<file path="config.mk">
export PLATFORM = sky130hd
export DESIGN_NAME = loopback_latency_meter
export DESIGN_NICKNAME = d
export VERILOG_FILES = /design/src/rtl/core/llm_pkg.sv /design/src/rtl/core/llm_csr.sv /design/src/rtl/core/llm_ctrl.sv /design/src/rtl/core/llm_avg.sv /design/src/rtl/core/loopback_latency_meter.sv
export SDC_FILE = /design/constraint.sdc
export NUM_CORES = 2
export LEC_CHECK = 0
export ABC_AREA = 0
export BUFFER_PORTS_ARGS = -buffer_cell sky130_fd_sc_hd__buf_2
export CAP_MARGIN = 20
export CORE_MARGIN = 2
export CORE_UTILIZATION = 59
export CTS_BUF_LIST = sky130_fd_sc_hd__clkbuf_4
export DETAILED_ROUTE_END_ITERATION = 10
export PLACE_DENSITY = 0.81
export SETUP_SLACK_MARGIN = 0.3
export SYNTH_ARGS = -nofsm -noshare
export SYNTH_HDL_FRONTEND = slang
export SYNTH_SLANG_ARGS = --single-unit
</file>
<file path="constraint.sdc">
create_clock -name clock -period 14.87 [get_ports clock]
set_clock_uncertainty 0.2 [all_clocks]
set_input_delay 0 -clock clock [delete_from_list [all_inputs] [get_ports clock]]
set_output_delay 0 -clock clock [all_outputs]
set_load 0.02 [all_outputs]
</file>
<file path="src/rtl/core/llm_pkg.sv">
`default_nettype none
package llm_pkg;

   // Field and state widths.
   localparam int CountWidth   = 32;
   localparam int AvgFracBits  = 16;
   localparam int AvgWidth     = 48;
   localparam int TicksWidth   = 32;
   localparam int RunWidth     = 16;
   localparam int PeriodWidth  = 32;
   localparam int WeightWidth  = 17;

   // The weight is a fraction with a fixed 16-bit scale, independent of the average format.
   localparam int WeightFrac   = 16;
   localparam logic [WeightWidth-1:0] WeightOne = WeightWidth'(65536);

   // Configuration port.
   localparam int CsrIndexWidth = 2;
   localparam int CsrDataWidth  = 32;

   localparam logic [CsrIndexWidth-1:0] CSR_RUN_COUNT        = CsrIndexWidth'(0);
   localparam logic [CsrIndexWidth-1:0] CSR_GAP_TICKS        = CsrIndexWidth'(1);
   localparam logic [CsrIndexWidth-1:0] CSR_SETTLE_TICKS     = CsrIndexWidth'(2);
   localparam logic [CsrIndexWidth-1:0] CSR_SMOOTHING_WEIGHT = CsrIndexWidth'(3);

   localparam logic [RunWidth-1:0]    RunCountReset  = RunWidth'(1);
   localparam logic [PeriodWidth-1:0] GapReset       = PeriodWidth'(500000);
   localparam logic [PeriodWidth-1:0] SettleReset    = PeriodWidth'(1000000);
   localparam logic [WeightWidth-1:0] WeightReset    = WeightWidth'(6554);

   localparam logic [CountWidth-1:0] CountMax = '1;
   localparam logic [AvgWidth-1:0]   AvgMax   = '1;

   // Latency scaled into the average format, before saturation.
   localparam int LqWideWidth = CountWidth + AvgFracBits;
   localparam int CmpWidth    = (LqWideWidth > AvgWidth) ? LqWideWidth : AvgWidth;

   // Difference of scaled latency and average, and its split for the multipliers.
   localparam int DiffWidth   = AvgWidth + 1;
   localparam int LoWidth     = 24;
   localparam int HiWidth     = DiffWidth - LoWidth;
   localparam int ProdLoWidth = WeightWidth + LoWidth;
   localparam int ProdHiWidth = WeightWidth + 1 + HiWidth;

   typedef enum logic [2:0] {
      PH_IDLE,
      PH_SETTLE,
      PH_WAIT,
      PH_MEASURE,
      PH_GAP
   } phase_type;

   typedef struct packed {
      logic [RunWidth-1:0]    run_count;
      logic [PeriodWidth-1:0] gap_ticks;
      logic [PeriodWidth-1:0] settle_ticks;
      logic [WeightWidth-1:0] smoothing_weight;
   } csr_type;

   typedef struct packed {
      logic                  emit;
      logic                  busy;
      logic                  sample;
      logic                  done;
      logic                  clear;
      logic [CountWidth-1:0] last_lat;
      logic [CountWidth-1:0] min_lat;
      logic [CountWidth-1:0] max_lat;
   } item_type;

endpackage
`default_nettype wire

</file>
<file path="src/rtl/core/llm_csr.sv">
`default_nettype none
module llm_csr (
   input  wire logic                               clock,
   input  wire logic                               reset,
   input  wire logic                               csr_write_en,
   input  wire logic [llm_pkg::CsrIndexWidth-1:0]  csr_index,
   input  wire logic [llm_pkg::CsrDataWidth-1:0]   csr_write_data,
   output llm_pkg::csr_type                        csr
);
   import llm_pkg::*;

   csr_type csr_ff;
   csr_type csr_in;

   always_comb begin
      csr_in = csr_ff;
      if (csr_write_en) begin
         case (csr_index)
            CSR_RUN_COUNT: begin
               csr_in.run_count = csr_write_data[RunWidth-1:0];
            end
            CSR_GAP_TICKS: begin
               csr_in.gap_ticks = csr_write_data[PeriodWidth-1:0];
            end
            CSR_SETTLE_TICKS: begin
               csr_in.settle_ticks = csr_write_data[PeriodWidth-1:0];
            end
            CSR_SMOOTHING_WEIGHT: begin
               csr_in.smoothing_weight = csr_write_data[WeightWidth-1:0];
            end
            default: begin
               csr_in = csr_ff;
            end
         endcase
      end
   end

   always_ff @(posedge clock) begin
      if (reset) begin
         csr_ff.run_count        <= RunCountReset;
         csr_ff.gap_ticks        <= GapReset;
         csr_ff.settle_ticks     <= SettleReset;
         csr_ff.smoothing_weight <= WeightReset;
      end else begin
         csr_ff <= csr_in;
      end
   end

   assign csr = csr_ff;

endmodule
`default_nettype wire

</file>
<file path="src/rtl/core/llm_ctrl.sv">
`default_nettype none
module llm_ctrl (
   input  wire logic       clock,
   input  wire logic       reset,
   input  wire logic       advance,
   input  wire logic       accept,
   input  wire logic       recv_level,
   input  wire logic       start_request,
   input  wire llm_pkg::csr_type csr,
   output llm_pkg::item_type item,
   output logic            item_valid
);
   import llm_pkg::*;

   phase_type               phase_ff, phase_in;
   logic [RunWidth-1:0]     runs_left_ff, runs_left_in;
   logic [PeriodWidth-1:0]  timer_ff, timer_in;
   logic [CountWidth-1:0]   counter_ff, counter_in;
   logic [CountWidth-1:0]   min_ff, min_in;
   logic [CountWidth-1:0]   max_ff, max_in;
   logic [CountWidth-1:0]   last_ff, last_in;
   logic                    sample_ff, sample_in;
   logic                    done_ff, done_in;
   logic                    clear_ff, clear_in;
   logic                    valid_ff, valid_in;

   logic [PeriodWidth-1:0]  period;
   logic                    timer_below;
   logic [CountWidth-1:0]   lat;
   logic [RunWidth-1:0]     runs_dec;

   assign period      = (phase_ff == PH_SETTLE) ? csr.settle_ticks : csr.gap_ticks;
   assign timer_below = timer_ff < period;
   assign lat         = (counter_ff < CountMax) ? counter_ff + CountWidth'(1) : CountMax;
   assign runs_dec    = (runs_left_ff == '0) ? '0 : runs_left_ff - RunWidth'(1);

   // Next phase.
   always_comb begin
      phase_in = phase_ff;
      case (phase_ff)
         PH_IDLE: begin
            if (start_request) phase_in = PH_SETTLE;
         end
         PH_SETTLE, PH_GAP: begin
            if (!timer_below) phase_in = (runs_left_ff == '0) ? PH_IDLE : PH_WAIT;
         end
         PH_WAIT: begin
            if (recv_level) phase_in = PH_MEASURE;
         end
         PH_MEASURE: begin
            if (!recv_level) phase_in = PH_GAP;
         end
         default: begin
            phase_in = PH_IDLE;
         end
      endcase
   end

   // Counters, statistics and per-request flags.
   always_comb begin
      runs_left_in = runs_left_ff;
      timer_in     = timer_ff;
      counter_in   = counter_ff;
      min_in       = min_ff;
      max_in       = max_ff;
      last_in      = last_ff;
      sample_in    = 1'b0;
      done_in      = 1'b0;
      clear_in     = 1'b0;
      case (phase_ff)
         PH_IDLE: begin
            if (start_request) begin
               runs_left_in = csr.run_count;
               timer_in     = '0;
               counter_in   = '0;
               min_in       = CountMax;
               max_in       = '0;
               last_in      = '0;
               clear_in     = 1'b1;
            end
         end
         PH_SETTLE, PH_GAP: begin
            if (timer_below) begin
               timer_in = timer_ff + PeriodWidth'(1);
            end else if (runs_left_ff == '0 && phase_ff == PH_SETTLE) begin
               done_in = 1'b1;
            end
         end
         PH_WAIT: begin
            if (recv_level) counter_in = '0;
         end
         PH_MEASURE: begin
            if (recv_level) begin
               if (counter_ff < CountMax) counter_in = counter_ff + CountWidth'(1);
            end else begin
               last_in      = lat;
               if (lat < min_ff) min_in = lat;
               if (lat > max_ff) max_in = lat;
               sample_in    = 1'b1;
               runs_left_in = runs_dec;
               done_in      = (runs_dec == '0);
               timer_in     = '0;
            end
         end
         default: begin
            sample_in = 1'b0;
         end
      endcase
   end

   assign valid_in = advance ? accept : valid_ff;

   always_ff @(posedge clock) begin
      if (reset) begin
         phase_ff     <= PH_IDLE;
         runs_left_ff <= '0;
         timer_ff     <= '0;
         counter_ff   <= '0;
         min_ff       <= CountMax;
         max_ff       <= '0;
         last_ff      <= '0;
         sample_ff    <= 1'b0;
         done_ff      <= 1'b0;
         clear_ff     <= 1'b0;
         valid_ff     <= 1'b0;
      end else begin
         valid_ff <= valid_in;
         if (accept) begin
            phase_ff     <= phase_in;
            runs_left_ff <= runs_left_in;
            timer_ff     <= timer_in;
            counter_ff   <= counter_in;
            min_ff       <= min_in;
            max_ff       <= max_in;
            last_ff      <= last_in;
            sample_ff    <= sample_in;
            done_ff      <= done_in;
            clear_ff     <= clear_in;
         end
      end
   end

   // The state registers themselves hold the values after the latest request.
   always_comb begin
      item.emit     = (phase_ff == PH_MEASURE);
      item.busy     = (phase_ff != PH_IDLE);
      item.sample   = sample_ff;
      item.done     = done_ff;
      item.clear    = clear_ff;
      item.last_lat = last_ff;
      item.min_lat  = min_ff;
      item.max_lat  = max_ff;
   end

   assign item_valid = valid_ff;

endmodule
`default_nettype wire

</file>
<file path="src/rtl/core/llm_avg.sv">
`default_nettype none
module llm_avg (
   input  wire logic                            clock,
   input  wire logic                            reset,
   input  wire logic                            advance,
   input  wire llm_pkg::item_type               item,
   input  wire logic                            item_valid,
   input  wire logic [llm_pkg::WeightWidth-1:0] smoothing_weight,
   output llm_pkg::item_type                    out_item,
   output logic [llm_pkg::CountWidth-1:0]       out_jitter,
   output logic [llm_pkg::AvgWidth-1:0]         out_average,
   output logic                                 out_valid
);
   import llm_pkg::*;

   typedef struct packed {
      item_type                     item;
      logic [CountWidth-1:0]        jitter;
      logic signed [DiffWidth-1:0]  diff;
   } diff_stage_type;

   typedef struct packed {
      item_type                       item;
      logic [CountWidth-1:0]          jitter;
      logic signed [ProdHiWidth-1:0]  prod_hi;
      logic [ProdLoWidth-1:0]         prod_lo;
   } prod_stage_type;

   typedef struct packed {
      item_type               item;
      logic [CountWidth-1:0]  jitter;
   } out_stage_type;

   diff_stage_type s2_ff, s2_in;
   prod_stage_type s3_ff, s3_in;
   out_stage_type  s4_ff, s4_in;
   logic           v2_ff, v3_ff, v4_ff;
   logic [AvgWidth-1:0] avg_ff, avg_in;

   logic [CmpWidth-1:0]          lq_wide;
   logic [AvgWidth-1:0]          lq;
   logic [WeightWidth-1:0]       weight;
   logic signed [WeightWidth:0]  weight_s;
   logic signed [HiWidth-1:0]    diff_hi;
   logic [LoWidth-1:0]           diff_lo;
   logic [AvgWidth-1:0]          hi_term;
   logic [AvgWidth-1:0]          lo_term;

   // Stage 2: scaled latency minus the running average. A new sample is always
   // at least three requests behind the previous one, so the average here is
   // already up to date.
   always_comb begin
      lq_wide = CmpWidth'(item.last_lat) << AvgFracBits;
      lq      = (lq_wide > CmpWidth'(AvgMax)) ? AvgMax : lq_wide[AvgWidth-1:0];
      s2_in.item   = item;
      s2_in.jitter = (item.max_lat >= item.min_lat) ? item.max_lat - item.min_lat : '0;
      s2_in.diff   = $signed({1'b0, lq}) - $signed({1'b0, avg_ff});
   end

   // Stage 3: weight times difference, split into two narrow products.
   always_comb begin
      weight   = (smoothing_weight > WeightOne) ? WeightOne : smoothing_weight;
      weight_s = $signed({1'b0, weight});
      diff_hi  = s2_ff.diff[DiffWidth-1:LoWidth];
      diff_lo  = s2_ff.diff[LoWidth-1:0];
      s3_in.item    = s2_ff.item;
      s3_in.jitter  = s2_ff.jitter;
      s3_in.prod_hi = weight_s * diff_hi;
      s3_in.prod_lo = weight * diff_lo;
   end

   // Stage 4: avg + (w * diff) >>> 16, taken modulo the average width. The
   // true result always lies in range, so the wrap is exact.
   always_comb begin
      hi_term = AvgWidth'(s3_ff.prod_hi) << (LoWidth - WeightFrac);
      lo_term = AvgWidth'(s3_ff.prod_lo[ProdLoWidth-1:WeightFrac]);
      s4_in.item   = s3_ff.item;
      s4_in.jitter = s3_ff.jitter;
      avg_in = avg_ff;
      if (v3_ff && s3_ff.item.clear) begin
         avg_in = '0;
      end else if (v3_ff && s3_ff.item.sample) begin
         avg_in = avg_ff + hi_term + lo_term;
      end
   end

   always_ff @(posedge clock) begin
      if (reset) begin
         v2_ff  <= 1'b0;
         v3_ff  <= 1'b0;
         v4_ff  <= 1'b0;
         avg_ff <= '0;
      end else if (advance) begin
         v2_ff  <= item_valid;
         v3_ff  <= v2_ff;
         v4_ff  <= v3_ff;
         avg_ff <= avg_in;
      end
   end

   always_ff @(posedge clock) begin
      if (advance) begin
         s2_ff <= s2_in;
         s3_ff <= s3_in;
         s4_ff <= s4_in;
      end
   end

   assign out_item    = s4_ff.item;
   assign out_jitter  = s4_ff.jitter;
   assign out_average = avg_ff;
   assign out_valid   = v4_ff;

endmodule
`default_nettype wire

</file>
<file path="src/rtl/core/loopback_latency_meter.sv">
`default_nettype none
// Loopback latency meter. Each request is one timer tick carrying the sampled
// receiver pin and a start bit, and it yields exactly one response holding the
// emitter and LED levels, the latest latency, minimum, maximum, jitter and a
// Q16 moving average as they stand after that tick. One request is accepted
// every clock cycle unless req_stall is high; its response passes the control
// registers and the average datapath (difference, split multiply, accumulate).
// rsp_stall freezes it while rsp_valid is high; req_stall rises the same cycle.
module loopback_latency_meter (
   input  wire logic                               clock,
   input  wire logic                               reset,

   input  wire logic                               req_valid,
   output logic                                    req_stall,
   input  wire logic                               req_recv_level,
   input  wire logic                               req_start_request,

   output logic                                    rsp_valid,
   input  wire logic                               rsp_stall,
   output logic                                    rsp_emit_level,
   output logic                                    rsp_led_level,
   output logic                                    rsp_sample_valid,
   output logic [llm_pkg::TicksWidth-1:0]          rsp_latency_ticks,
   output logic [llm_pkg::TicksWidth-1:0]          rsp_min_ticks,
   output logic [llm_pkg::TicksWidth-1:0]          rsp_max_ticks,
   output logic [llm_pkg::TicksWidth-1:0]          rsp_jitter_ticks,
   output logic [llm_pkg::AvgWidth-1:0]            rsp_average_q16,
   output logic                                    rsp_test_done,
   output logic                                    rsp_busy_res,

   input  wire logic                               csr_write_en,
   input  wire logic [llm_pkg::CsrIndexWidth-1:0]  csr_index,
   input  wire logic [llm_pkg::CsrDataWidth-1:0]   csr_write_data
);
   import llm_pkg::*;

   csr_type               csr;
   item_type              item;
   logic                  item_valid;
   item_type              out_item;
   logic [CountWidth-1:0] out_jitter;
   logic [AvgWidth-1:0]   out_average;
   logic                  out_valid;
   logic                  advance;
   logic                  accept;

   assign advance   = !out_valid || !rsp_stall;
   assign accept    = req_valid && advance;
   assign req_stall = !advance;

   llm_csr u_csr (
      .clock          (clock),
      .reset          (reset),
      .csr_write_en   (csr_write_en),
      .csr_index      (csr_index),
      .csr_write_data (csr_write_data),
      .csr            (csr)
   );

   llm_ctrl u_ctrl (
      .clock         (clock),
      .reset         (reset),
      .advance       (advance),
      .accept        (accept),
      .recv_level    (req_recv_level),
      .start_request (req_start_request),
      .csr           (csr),
      .item          (item),
      .item_valid    (item_valid)
   );

   llm_avg u_avg (
      .clock            (clock),
      .reset            (reset),
      .advance          (advance),
      .item             (item),
      .item_valid       (item_valid),
      .smoothing_weight (csr.smoothing_weight),
      .out_item         (out_item),
      .out_jitter       (out_jitter),
      .out_average      (out_average),
      .out_valid        (out_valid)
   );

   assign rsp_valid         = out_valid;
   assign rsp_emit_level    = out_item.emit;
   assign rsp_led_level     = out_item.busy;
   assign rsp_sample_valid  = out_item.sample;
   assign rsp_latency_ticks = TicksWidth'(out_item.last_lat);
   assign rsp_min_ticks     = TicksWidth'(out_item.min_lat);
   assign rsp_max_ticks     = TicksWidth'(out_item.max_lat);
   assign rsp_jitter_ticks  = TicksWidth'(out_jitter);
   assign rsp_average_q16   = out_average;
   assign rsp_test_done     = out_item.done;
   assign rsp_busy_res      = out_item.busy;

endmodule
`default_nettype wire

</file>
==> impl_results.md <==
- Status: finished clean
- Post-Synth Adder-Cell Area: 31.3%
- Fin. max-slew vios: 0
- Max cap viols: 0
- Die Wd: 337 µm
- Crit share post-route: about 60%
- CP required: 15.48 ns
- Die area: 114000 µm²
- CTS resizes: 0
- Critical Path Start Type: flop
- WS Path Type: reg -> reg
- Die extent in y: around 340 µm
- Critical Path End Type: flop
- First-pass GRT wire length: 263000 µm
- Netlist area before placement: 65400 µm²
- Number of global-route vias before repair: 49600
- Synth warn: 0
- DRC Markers: 0
- Design Area, Final: 71900 µm²
- Final setup viols: 0
- CTS clk-pin slew, worst paths: 0.08 ns
- Ys flop type: edfxtp_1
- Clock Path Buffers: 3
- Fin. Hold Viols: 0
- Post-synthesis mux area share: 0.878%
- Largest net degree at the start of global routing: between 150 and 200
- Final Util: 65.1%
- Largest area contributor in the netlist: edfxtp_1
- Mapped Nets: 7837
- Drt first-iter violations: 4319
- Port Buffer Count: between 200 and 250
- Drt pass-1 iters: 6
- Row cnt: about 120
- Relative slew margins: between 20 and 25%
- Initial Util: 59.3%
- Area delta synth->final: 9.81%
- Most common cell in the netlist: inv_1
- Mean Syn Cell Area: 9.91 µm²
- Nets: 8153
- Share of the synthesized area in the top cell type: between 20% and 30%
- Worst Path Arrival: ~9.5 ns
- WL final: 166000 µm
- Hpwl dp: 120000 µm
- Initial antenna violation count: 7
- Main combinational cell family by area after synthesis: adder cells
- Distinct cell type count after synthesis: 97
- WL per Instance: 19.3 µm
- Final Critical Period: between 8 and 9 ns
- IO Count: 224
- RSZ-0062 raised after global routing: no
- Root buffer cell: clkbuf_4
- Max H-tree Level: 4
- Placement-stage cell area: approximately 68000 µm²
- Clk Latency, worst-skew pair: 1.08 ns
- Hold crit path type: in -> reg
- Worst-Margin Slew: about 1.1 ns
- Gr usage total: 29.6%
- List of most frequent post-synthesis cells: inv_1 (1069), nand2_1 (955), fa_1 (742)
- Synth Register Bits: 843
- Gpl congestion: 0.938
- F_max: roughly 0.11 GHz
- Dominant cells by area after synthesis: edfxtp_1 (23%), fa_1 (23%), dfxtp_1 (10%)
- CORE AREA: 110000 µm²
- Crit path max fanout: 49
- Via count: 48500
- Setup TNS: 0 ns
- Total CTS buffers: 200
- Clock Sink Count: 843
- Worst hold margin: about 0.12 ns
- GRT overflow: 0
- Asr flop ratio synth: 0%
- Share of cells above drive strength 1: about 9.6%
- Sequential area share after synthesis: 33.6%
- Mapped Cells: 6606
- Post-synth EDFFs: 512
- Layout filler cell count: roughly 8400
- Via density: between 5 and 6
- Post-route ant nets: 0
- Simple-gate area share of the yosys netlist: 14.9%
- Compound-Gate Fraction of Synth Area: slightly above 8%
- CTS tree: done
- XOR/XNOR share of the synthesized area: 3.20%
## state kept, by name (all words and copies together), names as in the netlist, 3 cells and up
register and count:
u_ctrl.counter_ff 32, u_ctrl.timer_ff 32, u_csr.csr 97, u_avg.out_jitter 32, u_ctrl.runs_left_ff 16, u_avg.out_average 48
u_avg.diff_hi 25, u_avg.diff_lo 24, u_avg.lo_term 25, u_ctrl.min_ff 32, u_avg.hi_term 40, u_avg.s2_ff 133
u_ctrl.last_ff 32, u_avg.out_item 100, u_ctrl.phase_ff 3, u_ctrl.max_ff 32, u_avg.s3_ff 133
## per-stage QoR
stage	std cells	setup slack [ns]
6_report	8577	5.98
5_1_grt	8576	5.46
4_1_cts	8567	6.06
3_5_place_dp	8077	6.09
3_3_place_gp	8077	6.23
2_1_floorplan	6606	5.22
## routing by layer
layer	part of all wire [%]	wire length (µm)	track usage (%)
met1	40	66400	39.4
met2	47	78300	47.6
met3	9.4	15600	6.76
met4	3.3	5430	10.9
met5	0.019	31	0
## cell families (layout without fill, tap and decap cells)
group,after synthesis,in the layout
adders and majority gates,1190,1190
other,0,7
xor gates and xnor gates,239,239
AOI/OAI and AO/OA,854,854
DFF,843,843
and+or+nand+nor,2070,2070
buffers and inverters,1353,1829
muxes,57,57
## cells in the final DEF (no fill, tap or decap), types with 26 or more instances in the layout
cell type	instances
nand2_1	952
nor2_1	338
inv_1	1069
nand3_1	51
clkinv_1	34
fa_1	742
a22oi_1	27
nand3b_1	31
clkbuf_4	299
and2_1	340
ha_1	448
a211oi_1	42
o21a_1	36
edfxtp_1	512
nand2b_1	33
dfxtp_1	330
nor2b_1	26
xor2_1	88
nor3_1	98
a21oi_1	366
buf_4	43
buf_2	222
and3_1	29
o21bai_1	34
xnor2_1	151
dlygate4sd3_1	125
a21o_1	103
o21ai_0	102
nand4_1	45
mux2i_1	54
## area by class of cell
| type | count | area, µm² | share of cell area [%] |
|---|---|---|---|
| well taps | 1488 | 1860 | 2.59 |
| diodes | 7 | 17.5 | 0.0244 |
| clock inverters | 63 | 412 | 0.573 |
| repair buffers | 398 | 2850 | 3.96 |
| clock buffers | 299 | 2240 | 3.12 |
| flip-flops and latches | 843 | 22000 | 30.6 |
| inverters | 1069 | 4010 | 5.58 |
| multi-input cells | 4410 | 38500 | 53.5 |
## final timing paths
path	cells after the start	start	slack, ns	end
setup / recovery	27	u_csr.csr[1]$_SDFFE_PP1P_	5.98	u_avg.lo_term[23]$_DFFE_PN_
hold reg to reg	0	u_avg.s3_ff[180]$_DFFE_PN_	0.17	u_avg.out_item[64]$_DFFE_PN_
hold / removal	5	rsp_stall	0.12	u_avg.v3_ff$_SDFFE_PP0N_
setup reg to reg	27	u_csr.csr[1]$_SDFFE_PP1P_	5.98	u_avg.lo_term[23]$_DFFE_PN_
## worst max-delay path, stage by stage (launching register included)
cell and delay [ns]:
dfxtp_1 0.33, nor4_1 0.42, a41oi_2 0.55, nor2b_4 0.24, buf_4 0.55, nand2_1 0.16
fa_1 0.55, inv_1 0.06, fa_1 0.53, inv_1 0.06, fa_1 0.51, inv_1 0.05
fa_1 0.46, fa_1 0.54, inv_1 0.06, fa_1 0.53, inv_1 0.04, ha_1 0.28
nand4_1 0.14, o21bai_1 0.20, and4bb_2 0.26, a21oi_1 0.29, a21oi_1 0.17, o311ai_1 0.69
a221o_1 0.36, o21a_1 0.16, nor2_1 0.05, xnor2_1 0.12
## repair_timing
action / CTS / global route
endpoints found under the hold margin: 433 / 0
buffers inserted: 0 / 0
hold buffers: 128 / 0
Power is left out: the tool's default activity adds up to more than one toggle a clock period on the data nets, which glitch-free logic cannot reach.
